[src/sv/rmf_pkg.sv]
// rmf_pkg: shared types and constants for the rgb 3x3 median filter
// depends on nothing
`timescale 1ns / 1ps
`default_nettype none
package rmf_pkg;
    localparam int MAX_WIDTH  = 2048;
    localparam int MAX_HEIGHT = 4096;
    localparam int COL_W      = $clog2(MAX_WIDTH);
    localparam int ROW_W      = $clog2(MAX_HEIGHT);
    localparam int WIDTH_W    = 12;
    localparam int HEIGHT_W   = 13;
    localparam int SIZE       = 9;
    localparam int MID        = 4;
    localparam int Q_DEPTH    = 4;

    localparam logic CFG_WIDTH  = 1'b0;
    localparam logic CFG_HEIGHT = 1'b1;

    typedef logic [23:0] pix_t;

    // source of a released output within the window
    typedef enum logic [1:0] {
        SRC_CENTER = 2'd0,
        SRC_RIGHT  = 2'd1,
        SRC_BELOW  = 2'd2,
        SRC_CORNER = 2'd3
    } src_t;

    // one queued job: a window snapshot plus release plan
    typedef struct packed {
        pix_t [SIZE-1:0] win;
        logic [3:0]      en;       // which of the four outputs exist
        logic            interior; // center output is a median
        logic [3:0]      fend;     // frame end flags per output
    } job_t;

    // sort two 8-bit values
    function automatic logic [15:0] cas(input logic [7:0] a, input logic [7:0] b);
        logic [15:0] r;
        r = (a > b) ? {a, b} : {b, a};
        return r; // {hi, lo}
    endfunction
endpackage
`default_nettype wire

[src/sv/rmf_queue.sv]
// rmf_queue: small fifo of planned jobs between front and back
// depends on rmf_pkg
`timescale 1ns / 1ps
`default_nettype none
module rmf_queue (
    input  wire logic          aclk,
    input  wire logic          aresetn,
    input  wire logic          wr_valid,
    output logic               wr_ready,
    input  wire rmf_pkg::job_t wr_job,
    output logic               rd_valid,
    input  wire logic          rd_ready,
    output rmf_pkg::job_t      rd_job
);
    import rmf_pkg::*;
    localparam int PW = $clog2(Q_DEPTH);
    job_t            q_reg [Q_DEPTH];
    logic [PW-1:0]   wp_reg, rp_reg;
    logic [PW:0]     cnt_reg;
    logic            wr, rd;

    assign wr_ready = cnt_reg != (PW+1)'(Q_DEPTH);
    assign rd_valid = cnt_reg != '0;
    assign wr = wr_valid && wr_ready;
    assign rd = rd_valid && rd_ready;
    assign rd_job = q_reg[rp_reg];

    always_ff @(posedge aclk) begin
        if (!aresetn) begin
            wp_reg <= '0; rp_reg <= '0; cnt_reg <= '0;
        end else begin
            if (wr) wp_reg <= wp_reg + 1'b1;
            if (rd) rp_reg <= rp_reg + 1'b1;
            cnt_reg <= cnt_reg + (PW+1)'(wr) - (PW+1)'(rd);
        end
        if (wr) q_reg[wp_reg] <= wr_job;
    end
endmodule
`default_nettype wire

[config.mk]
export PLATFORM = sky130hd
export DESIGN_NAME = rmf_queue
export DESIGN_NICKNAME = d
export VERILOG_FILES = /design/src/sv/rmf_pkg.sv /design/src/sv/rmf_queue.sv
export SDC_FILE = /design/constraint.sdc
export NUM_CORES = 1
export LEC_CHECK = 0
export BUFFER_PORTS_ARGS = -buffer_cell sky130_fd_sc_hd__clkbuf_2
export CAP_MARGIN = 25
export CORE_ASPECT_RATIO = 0.8
export CORE_MARGIN = 2
export CORE_UTILIZATION = 40
export CTS_BUF_LIST = sky130_fd_sc_hd__clkbuf_2 sky130_fd_sc_hd__clkbuf_4 sky130_fd_sc_hd__clkbuf_8
export CTS_CLUSTER_DIAMETER = 30
export DETAILED_ROUTE_END_ITERATION = 12
export GPL_ROUTABILITY_DRIVEN = 0
export PLACE_DENSITY = 0.67
export SLEW_MARGIN = 20
export SYNTH_ARGS = -nofsm -noshare
export SYNTH_HDL_FRONTEND = slang
export SYNTH_SLANG_ARGS = --single-unit
[constraint.sdc]
create_clock -name aclk -period 13 [get_ports aclk]
set_input_delay 1.3 -clock aclk [delete_from_list [all_inputs] [get_ports aclk]]
set_output_delay 1.3 -clock aclk [all_outputs]
set_load 0.01 [all_outputs]
Yosys cells after proc, flatten, opt, wreduce, memory -nomap -nowiden
Memory sizes are Yosys's and may differ from the RTL's. A register that Yosys moved wholly into a read port is not among the register bits.
Cells that the tools add are included.
{"block": "word_totals", "register_bits": 7, "mem_bits_rw": 900, "out_inout_bits": 227, "word_cells": 16, "n_memories": 1}
{"memory": "q_reg", "depth": 4, "width": 225, "read_ports": 1, "rd_clocked_by_memory_dff": 1, "write_ports": 1, "line": "rmf_queue.sv:17", "source": "job_t q_reg [Q_DEPTH];"}
{"block": "op_classes", "addsub": 4, "eq_ne": 1, "n_mux": 4, "reduce_logical": 3}
{"cell": "$add 2x1->2 const B", "count": 2}
{"cell": "$mux 2", "count": 2}
{"cell": "$add 3x1->3", "count": 1}
{"cell": "$ne 3x3->1 const B", "count": 1}
{"cell": "$reduce_bool 3->1", "count": 1}
{"cell": "$sub 3x1->3", "count": 1}
{"cell": "$logic_and 1x1->1", "count": 2}
{"cell": "$mux 1", "count": 2}

Logic depth before layout (Yosys ltp)
{"block": "depth", "word_depth": 4, "ltp_mapped": 11}

Least setup slack after synthesis
OpenSTA, ideal clock, no wires.
{"block": "synth_timing", "kind": "input to register", "from": "input wr_valid", "to": "memory q_reg[0][0] (netlist bit) (enable)", "setup_time_ns": 0.614, "arrival_ns": 6.843, "required_ns": 12.386, "path_slack_ns": 5.543, "stages": 2, "cell_sequence": "a21boi_1 and2_1"}
{"block": "synth_between", "elab_chain_len": 3}
{"element": "start, declared", "line": "rmf_queue.sv:8", "source": "input wire logic wr_valid,"}
{"element": "$logic_and 1x1->1", "line": "rmf_queue.sv:24", "source": "assign wr = wr_valid && wr_ready;"}
{"element": "$mux 1", "line": "rmf_queue.sv:36", "source": "if (wr) q_reg[wp_reg] <= wr_job;"}
{"element": "$mux 1 (not written as such)", "line": "rmf_queue.sv:36"}
{"element": "end, declared", "line": "rmf_queue.sv:17"}
No other way between the ends.

==> qor.yml <==
outcome:
  status: "completed"
power:
  power_leakage_uw: 0.0132
  swShare_pct: 26.7
  powerDensity_nw_per_um2: 197
  comb_power_share_pct: 20.3
  internal_power_uw: 5720
  p_sw_uw: 2090
  clkPwrFrac_pct: 32.9
  p_seq_share_pct: 46.8
  peakVddDrop_mv: 0.131
grt:
  gr-total-overflow: 0
  grt_max_degree: 127
  grt_pass1_wl_mm: 96.3
  antenna_found_initial: 9
  gr-usage-all-layers_pct: 15.2
  grt_pass1_vias: 15800
cells_and_area:
  fin_nets: 2033
  drive_gt1_share_pct: 49.5
  syn_to_final_growth_pct: 20.2
  largest_reg_flops: 900
  final_util_pct: 48.3
place:
  dp_hpwl_mm: 38.8
  portBuffers: 455
clock_network:
  htree_levels: 4
  clockBufferDepth: 3
  clock-sinks: 909
  cts_hold_buf: 0
  cts_root_buf: "clkbuf_8"
  cts_setup_buffers: 0
  path_clk_slew_ps: 60
  cts_resized: 0
  clkLatencyLatePin_ps: 780
  cts_tree: "yes"
  cts_inserted_buffers: 153
floorplanning:
  die-area_um2: 84600
  floorplan.initialDensity_pct: 40.2
  rows: 94
  fp.coreArea_um2: 81900
  die_x_um: 325
  io_pins: 456
  fp.dieH_um: 261
timing:
  max_freq_mhz: 191
  period_share_pct: 40.2
  setup_viol: 0
  slew_headroom_pct: 28.8
  rsz0062_at_grt: "no"
  hold_violations: 0
  tightest_slew_ps: 1070
  fin_crit_ps: 5230
  finalSetupTns_ps: 0
  final_max_slew_viol_count: 0
  fin_skew_ps: 29.9
drt:
  drt_first_iter_violations: 943
  dr.pass1.iters: 5
  drtAntennaViolNets: 0
  drt_wl_total_mm: 65.2
  wl_per_cell_um: 21.6
  vias: 15100
  via_per_inst: 4.99
  remaining_drc_errors: 0
synth:
  synth.most_common_cell: "edfxtp_1"
  synth_edf_count: 900
  ys_seq_area_share_pct: 82.7
  syn_inst: 1223
  synth_flop_cell: "edfxtp_1"
  yosysWarnings: 0
  synth_common_cells: "900 x edfxtp_1, 225 x mux4_2, 25 x buf_2"
  netlist_area_um2: 32900
  synth.top_cell.area_share_pct: 82.1
  synth_area_leaders: "edfxtp_1 82%, mux4_2 15%, buf_6 0.62%"
  synth_top_cell_by_area: "edfxtp_1"
  synth-seq-cells: 909
  avgSynthCellArea_um2: 26.9
  synth-async-reset-ratio_pct: 0
  synth.distinct_cells: 20
  synth_fp_nets: 1459
worst_setup_path:
  worstPathArrival_ps: 3930
  r2r_cells: 5
  crit_path_start_kind: "register"
  r2r-start: "cnt_reg[1]"
  reg2reg_to: "q_reg[0][209]"
  crit_end: "rd_job[111]"
  crit_path_max_fanout: 64
  cp.required_ps: 11700
  cp-end-kind: "primary output"
  worstSetupPathType: "register to primary output"
  ff2ff_setup_slack_ps: 8860
run:
  cap_violations: 0
worst_hold_path:
  hold_path.class: "register to register"
==> how the worst min path moves through the flow <==
stage / from / to / slack, ps / cells past startpoint
floorplan: wp_reg[1] / wp_reg[1] / 470 / 2
global placement: wp_reg[1] / wp_reg[1] / 480 / 2
detailed placement: wp_reg[1] / wp_reg[1] / 500 / 2
CTS: wp_reg[1] / wp_reg[1] / 520 / 2
global route: wp_reg[1] / wp_reg[1] / 570 / 2
finish: wp_reg[1] / wp_reg[1] / 530 / 2
==> critical path, stage by stage (launching register included) <==
cell and delay [ps]:
dfxtp_4 940, buf_4 650, buf_4 820, mux4_2 450
clkbuf_2 150
==> kinds of logic after synthesis <==
family          synth area share (%)
flops                           82.7
mux                             15.5
buf+inv                         1.14
simple gates                   0.277
fa+ha+maj                      0.289
xor+xnor                       0.106
compound gates                0.0760
==> routing by layer <==
metal	part of all wire [%]	track usage [%]
met1	40	19.6
met2	48	23.1
met3	9.9	6.84
met4	1.9	4.90
met5	0.16	0
==> power groups by stage <==
stage | Clock (uW) | Sequential (uW) | Combinational, uW
finish | 2570 | 3660 | 1590
global route | 2770 | 3680 | 1710
CTS | 2650 | 3660 | 1630
detailed placement | 0 | 3720 | 1620
global placement | 0 | 3700 | 1610
floorplan | 0 | 3720 | 1070
==> layout by cell type, fill, tap and decap left out, types with 9 or more instances in the layout <==
cell type     n
clkinvlp_4   12
clkinv_2     16
clkbuf_8    159
mux4_2      225
edfxtp_1    900
clkbuf_4     40
buf_4        11
clkbuf_2    455
bufinv_16     9
clkinv_1     26
==> through the flow <==
stage          cell area, um2  hold WS, ps  total power [uW]  setup slack, ps  instances
2_1_floorplan           32900          468              4790             5540       1223
3_3_place_gp            36400          477              5310             8170       2746
3_5_place_dp            36400          498              5340             8060       2746
4_1_cts                 39600          518              7940             7610       3020
5_1_grt                 39600          568              8160             7550       3021
6_report                39600          530              7810             7770       3023
==> final cells by class <==
cell class | instances | area (um2)
Fill cell | 6659 | 42300
Tap cell | 1104 | 1380
Sequential cell | 909 | 27200
Inverter | 5 | 18.8
Antenna cell | 3 | 7.51
Timing Repair Buffer | 470 | 2440
Clock inverter | 75 | 668
Clock buffer | 199 | 2490
Multi-Input combinational cell | 258 | 5340
No activity file was read; power rests on OpenSTA's default activity.
