File: config.mk
export PLATFORM = sky130hd
export DESIGN_NAME = rmf_back
export DESIGN_NICKNAME = d
export VERILOG_FILES = /design/src/sv/rmf_pkg.sv /design/src/sv/rmf_back.sv
export SDC_FILE = /design/constraint.sdc
export NUM_CORES = 2
export LEC_CHECK = 0
export BUFFER_PORTS_ARGS = -buffer_cell sky130_fd_sc_hd__buf_2
export CAP_MARGIN = 40
export CELL_PAD_IN_SITES_DETAIL_PLACEMENT = 1
export CELL_PAD_IN_SITES_GLOBAL_PLACEMENT = 1
export CORE_ASPECT_RATIO = 1.1
export CORE_MARGIN = 2
export CORE_UTILIZATION = 45
export DETAILED_ROUTE_END_ITERATION = 10
export PLACE_DENSITY_LB_ADDON = 0.25
export SKIP_LAST_GASP = 1
export SYNTH_ARGS = -nofsm -noshare
export SYNTH_HDL_FRONTEND = slang
export SYNTH_SLANG_ARGS = --single-unit
File: constraint.sdc
create_clock -name aclk -period 24.4 [get_ports aclk]
set_input_delay 2.44 -clock aclk [delete_from_list [all_inputs] [get_ports aclk]]
set_output_delay 2.44 -clock aclk [all_outputs]
set_load 0.1 [all_outputs]
File: src/sv/rmf_pkg.sv
// rmf_pkg: shared types and constants for the rgb 3x3 median filter
// depends on nothing
`timescale 1ns / 1ps
`default_nettype none
package rmf_pkg;
    localparam int MAX_WIDTH  = 2048;
    localparam int MAX_HEIGHT = 4096;
    localparam int COL_W      = $clog2(MAX_WIDTH);
    localparam int ROW_W      = $clog2(MAX_HEIGHT);
    localparam int WIDTH_W    = 12;
    localparam int HEIGHT_W   = 13;
    localparam int SIZE       = 9;
    localparam int MID        = 4;
    localparam int Q_DEPTH    = 4;

    localparam logic CFG_WIDTH  = 1'b0;
    localparam logic CFG_HEIGHT = 1'b1;

    typedef logic [23:0] pix_t;

    // source of a released output within the window
    typedef enum logic [1:0] {
        SRC_CENTER = 2'd0,
        SRC_RIGHT  = 2'd1,
        SRC_BELOW  = 2'd2,
        SRC_CORNER = 2'd3
    } src_t;

    // one queued job: a window snapshot plus release plan
    typedef struct packed {
        pix_t [SIZE-1:0] win;
        logic [3:0]      en;       // which of the four outputs exist
        logic            interior; // center output is a median
        logic [3:0]      fend;     // frame end flags per output
    } job_t;

    // sort two 8-bit values
    function automatic logic [15:0] cas(input logic [7:0] a, input logic [7:0] b);
        logic [15:0] r;
        r = (a > b) ? {a, b} : {b, a};
        return r; // {hi, lo}
    endfunction
endpackage
`default_nettype wire

File: src/sv/rmf_back.sv
// rmf_back: median networks and sequencing of released outputs
// depends on rmf_pkg
`timescale 1ns / 1ps
`default_nettype none
module rmf_back (
    input  wire logic          aclk,
    input  wire logic          aresetn,
    input  wire logic          job_valid,
    output logic               job_ready,
    input  wire rmf_pkg::job_t job,
    output logic               out_valid,
    input  wire logic          out_ready,
    output rmf_pkg::pix_t      out_pix,
    output logic               out_last,
    output logic               out_fend
);
    import rmf_pkg::*;

    // stage a: per-row sort of the 3x3 window (three rows sorted)
    logic          a_valid_reg;
    job_t          a_job_reg;
    logic [7:0]    a_s [3][9];  // per channel, rows sorted lo,mid,hi
    // stage b: median of sorted rows
    logic          b_valid_reg;
    job_t          b_job_reg;
    pix_t          b_med_reg;
    logic [3:0]    b_left_reg;  // outputs still to emit
    logic          out_v_reg;
    pix_t          out_pix_reg;
    logic          out_last_reg, out_fend_reg;
    logic          b_done, b_emit, stall_out;
    logic [3:0]    pick, left_after;
    logic [7:0]    a_next [3][9];
    logic [7:0]    med_ch [3];

    function automatic logic [23:0] sort3(input logic [7:0] x, input logic [7:0] y,
                                          input logic [7:0] z);
        logic [15:0] p, q, r;
        p = cas(x, y);
        q = cas(p[15:8], z);
        r = cas(p[7:0], q[7:0]);
        return {q[15:8], r[15:8], r[7:0]};
    endfunction

    function automatic logic [7:0] med3(input logic [7:0] x, input logic [7:0] y,
                                        input logic [7:0] z);
        logic [23:0] s;
        s = sort3(x, y, z);
        return s[15:8];
    endfunction

    always_comb begin
        for (int ch = 0; ch < 3; ch++) begin
            for (int r = 0; r < 3; r++) begin
                logic [23:0] s;
                s = sort3(job.win[r*3][ch*8 +: 8], job.win[r*3+1][ch*8 +: 8],
                          job.win[r*3+2][ch*8 +: 8]);
                a_next[ch][r*3]   = s[7:0];
                a_next[ch][r*3+1] = s[15:8];
                a_next[ch][r*3+2] = s[23:16];
            end
        end
        for (int ch = 0; ch < 3; ch++) begin
            logic [7:0] mx_lo, mn_hi, md;
            mx_lo = a_s[ch][0] > a_s[ch][3] ? a_s[ch][0] : a_s[ch][3];
            mx_lo = mx_lo > a_s[ch][6] ? mx_lo : a_s[ch][6];
            mn_hi = a_s[ch][2] < a_s[ch][5] ? a_s[ch][2] : a_s[ch][5];
            mn_hi = mn_hi < a_s[ch][8] ? mn_hi : a_s[ch][8];
            md    = med3(a_s[ch][1], a_s[ch][4], a_s[ch][7]);
            med_ch[ch] = med3(mx_lo, md, mn_hi);
        end
    end

    // emitter: one output per cycle from b while the output is not stalled
    assign stall_out  = out_v_reg && !out_ready;
    always_comb begin
        pick = '0;
        if      (b_left_reg[0]) pick = 4'b0001;
        else if (b_left_reg[1]) pick = 4'b0010;
        else if (b_left_reg[2]) pick = 4'b0100;
        else if (b_left_reg[3]) pick = 4'b1000;
    end
    assign left_after = b_left_reg & ~pick;
    assign b_emit = b_valid_reg && !stall_out && (b_left_reg != '0);
    assign b_done = !b_valid_reg || (!stall_out && left_after == '0);
    wire a_move = b_done;
    assign job_ready = !a_valid_reg || a_move;

    always_ff @(posedge aclk) begin
        if (!aresetn) begin
            a_valid_reg <= 1'b0;
            b_valid_reg <= 1'b0;
            out_v_reg   <= 1'b0;
            b_left_reg  <= '0;
        end else begin
            if (job_ready) a_valid_reg <= job_valid;
            if (a_move) begin
                b_valid_reg <= a_valid_reg && (a_job_reg.en != '0);
                b_left_reg  <= a_job_reg.en;
            end else if (b_emit) begin
                b_left_reg <= left_after;
            end
            if (!stall_out) out_v_reg <= b_emit;
        end
        if (job_ready) begin
            a_job_reg <= job;
            a_s       <= a_next;
        end
        if (a_move) begin
            b_job_reg <= a_job_reg;
            b_med_reg <= {med_ch[2], med_ch[1], med_ch[0]};
        end
        if (b_emit) begin
            unique case (1'b1)
                pick[0]: out_pix_reg <= b_job_reg.interior ? b_med_reg : b_job_reg.win[4];
                pick[1]: out_pix_reg <= b_job_reg.win[5];
                pick[2]: out_pix_reg <= b_job_reg.win[7];
                default: out_pix_reg <= b_job_reg.win[8];
            endcase
            out_last_reg <= left_after == '0;
            out_fend_reg <= |(pick & b_job_reg.fend);
        end
    end

    assign out_valid = out_v_reg;
    assign out_pix   = out_pix_reg;
    assign out_last  = out_last_reg;
    assign out_fend  = out_fend_reg;
endmodule
`default_nettype wire

; Yosys cells after proc, flatten, opt, wreduce, memory -nomap -nowiden
; Index checks and enable logic that the tools add are counted.
[word_totals]
in_bits = 229
rom_bits = 0
word_cells = 189
output_inout_bits = 28
n_memories = 0
register_bits = 479
latch_bits = 0
ramBits = 0
[classes]
n_mul = 0
eq_ne = 0
reduce_logical = 16
bitwise = 3
addsub = 0
n_shift = 0
muxes = 65
order_cmp = 57
n_div = 0
[op_table]
columns = op, n
row1 = two-way mux 16 bit, 39
row2 = greater-than comparator 8 bit, 51
row3 = two-way mux 8 bit, 18
row4 = one-hot mux 24 bit (3 select lines), 1
row5 = < comparator 8 bit, 6
row6 = two-way mux 24 bit, 1
row7 = two-way mux 4 bit, 6
row8 = bitwise AND 4 bit, 2
row9 = nonzero test 4 bit, 2
row10 = logical AND 1 bit, 5
row11 = logical NOT 1 bit, 4
row12 = logical NOT 4 bit, 1
row13 = inverter 4 bit, 1
row14 = OR reduction 4 bit, 1
row15 = logical OR 1 bit, 2
row16 = nonzero test 2 bit, 1

; Logic depth before layout (Yosys ltp)
[depth]
ltp_word = 12
mapped_depth = 63

; Worst setup path before layout
; OpenSTA, ideal clock, no wires.
[synth_timing]
path_type = input port to flip-flop
from = in out_ready
to = reg a_job_reg[0] (netlist name), enable pin
t_required_ps = 20923
path_slack_ps = 10477
path_stages = 3
setup_time_ps = 3477
path_buffers = 0
arrival_time_ps = 10446
path_cell_list = nand2b_1 -> nand2_1 -> nand3_1
[synth_between]
elab_chain_len = 6
[synth_rtl]
columns = item, line
row1 = start: declaration, rmf_back.sv:12  ; input wire logic out_ready,
row2 = logical NOT 1 bit, rmf_back.sv:75  ; assign stall_out = out_v_reg && !out_ready;
row3 = logical AND 1 bit, rmf_back.sv:75
row4 = logical NOT 1 bit, --
row5 = logical AND 1 bit, rmf_back.sv:85  ; assign b_done = !b_valid_reg || (!stall_out && left_after == '0);
row6 = logical OR 1 bit, rmf_back.sv:85
row7 = logical OR 1 bit, rmf_back.sv:87  ; assign job_ready = !a_valid_reg || a_move;
row8 = net job_ready, rmf_back.sv:9  ; output logic job_ready,
row9 = end signal: assignment, rmf_back.sv:106  ; a_job_reg <= job;
row10 = end: declaration, rmf_back.sv:21  ; job_t a_job_reg;
; The timed path passes the listed nets, and every way through them passes these cells.
; A chain may end at the register's enable or synchronous reset.

==> flow_summary.yaml <==
sta:
  finalSetupTns_ns: 0
  fmax_mhz: 81.59
  hold_violations: 0
  worst_slew_pin_slew_ns: 0.9435
  slew_headroom: 0.3710
  finalCritPeriodShare: 0.5023
  finalSetupViolations: 0
  rsz0062_at_grt: "no"
  slew_violations: 0
  finClkSkew_ns: 0.01810
  finalCriticalPeriod_ns: 12.26
synthesis:
  synth_edf_count: 472
  ys_seq_area_frac: 0.4124
  synthArstFlopShare: 0
  synth.avg_cell_area_um2: 10.21
  synth_cell_types: 79
  ys_warn_count: 0
  synth_seq_cells: 479
  synth.cell_area_um2: 34710
  synth_fp_nets: 4069
  ys.flop_type: "edfxtp_1"
  syn_inst: 3399
floorplan:
  dieArea_um2: 79370
  start_util: 0.4559
  die_h_um: 295.3
  fp.dieW_um: 268.8
  top_level_ports: 257
  core_area_um2: 76130
  rows: 106
final_layout:
  drive_gt1_frac: 0.1504
  n_fill_cell: 8565
  instances_no_fill: 4728
  fin_nets: 4323
  area_growth_syn_to_layout_pct: 13.05
  largest_reg_flops: 216
setup_path:
  crit_type: "flip-flop to flip-flop"
  crit_path_start_kind: "flip-flop"
  max_stage_delay_ns: 0.72
  end_kind: "flip-flop"
  crit_required_ns: 24.76
  crit_fanout: 28
  slowest_stage: "nor2_1"
  crit_arrival_ns: 12.62
grt:
  grt_overflow: 0
  track_usage: 0.2622
  grt_pass1_wl_um: 159100
  grt_pass1_vias: 27220
  grt_max_degree: 155
  antenna_found_initial: 7
detailed_routing:
  wire_per_inst_um: 22.02
  drc: 0
  viasPerCell: 5.641
  drt_iter0_drc: 1575
  drt_wl_total_um: 104100
  ant_nets: 0
  firstDrtPassIters: 5
  vias: 26670
placed_design:
  port_buffers: 256
  place_inst: 4622
  dp_hpwl_um: 83160
  globalplace.congestion: 0.9123
clocking:
  path_clk_slew_ns: 0.06
  cts_buffers: 55
  post_cts_resized: 0
  clockRootBuffer: "clkbuf_16"
  cts_tree: "built"
  cts.sinks: 479
  clk_latency_ns: 0.63
  hold_buffers: 0
  clockBufferDepth: 3
  cts_max_level: 2
  post_cts_buffers: 0
outcome:
  status: "completed"
worst_hold_path:
  min_path_type: "flip-flop to flip-flop"
flow_run:
  cap_violations: 0
==> area by class of cell <==
class | count | area [um2] | share of cell area
multi-input cells | 2384 | 18440 | 0.4699
flip-flops and latches | 479 | 14310 | 0.3648
repair buffers | 304 | 1773 | 0.04519
inverters | 429 | 1610 | 0.04104
clock buffers | 63 | 1406 | 0.03584
well taps | 1026 | 1284 | 0.03272
clock inverters | 39 | 400.4 | 0.01020
diodes | 4 | 10.01 | 0.0002551
==> metrics by stage <==
step,setup slack [ns],instance area [um2],hold slack (ns),util
after CTS,12.25,39230,0.4173,0.5153
after global routing,11.17,39230,0.4211,0.5153
after floorplan,10.48,34710,0.4003,-
final,12.14,39240,0.4165,0.5154
after global placement,12.48,37150,0.4003,0.4880
after detailed placement,12.31,37420,0.4052,0.4915
==> cells in the mapped netlist (5+ instances only) <==
library cell,count,area share
edfxtp_1,472,0.41
ha_1,441,0.16
inv_1,428,0.046
mux2i_1,338,0.097
a21oi_1,304,0.044
nor2_1,222,0.024
o21ai_0,205,0.030
nand2_1,163,0.018
mux2_2,123,0.040
clkbuf_1,82,0.0089
a21o_1,81,0.018
nand3_1,68,0.0098
o22ai_1,62,0.011
nor2b_1,52,0.0094
o21a_1,49,0.011
nand2b_1,48,0.0087
nand4_1,41,0.0074
and3_1,21,0.0038
o21ai_1,17,0.0025
buf_1,15,0.0016
o211ai_1,14,0.0030
a22oi_1,10,0.0022
a21boi_0,8,0.0017
o21bai_1,8,0.0017
a211oi_1,7,0.0015
a222oi_1,7,0.0020
dfxtp_1,7,0.0040
a221o_1,6,0.0017
o31ai_1,6,0.0013
a31oi_1,5,0.00090
buf_4,5,0.0011
or2_2,5,0.00090
xnor2_1,5,0.0013
==> path summary, 6_finish.rpt <==
check            startpoint              to  slack (ns)  cells after the start
max                 a_s[33]   b_med_reg[21]       12.14                     54
min          a_job_reg[197]  b_job_reg[197]        0.42                      0
max reg2reg         a_s[33]   b_med_reg[21]       12.14                     54
min reg2reg  a_job_reg[197]  b_job_reg[197]        0.42                      0
==> critical path: cells and delay by family, from the launching register on <==
family	cells	cell delay [ns]
compound gates	25	4.73
mux	6	1.83
fa+ha+maj	6	1.80
simple gates	12	2.21
buf+inv	5	0.96
flops	1	0.46
==> per-layer routing <==
layer  part of all wire  global-route usage
met1               0.45              0.3494
met2               0.47              0.4412
met3              0.046             0.03232
met4              0.035             0.08753
met5            0.00045                   0
==> cells in the final DEF (no fill, tap or decap), types with 21 or more instances in the layout <==
cell       count
o22ai_1       62
nor2_1       221
nand2b_1      48
nand4_1       41
o21ai_0      201
nand2_1      162
and3_1        21
inv_1        427
clkbuf_16     55
a21o_1        81
edfxtp_1     472
mux2_2       123
buf_4         31
mux2i_1      338
ha_1         441
o21a_1        49
buf_2        256
a21oi_1      299
nor2b_1       52
nand3_1       67
==> kinds of logic after synthesis <==
kind of cell,after synthesis,share of synthesized area
buffers and inverters,536,0.05887
and+or+nand+nor,644,0.08637
adders and majority gates,442,0.1593
DFF,479,0.4124
AOI/OAI and AO/OA,831,0.1441
muxes,462,0.1377
xor gates and xnor gates,5,0.001262
Power is left out: the tool's default activity adds up to more than one toggle a clock period on the data nets, which glitch-free logic cannot reach.
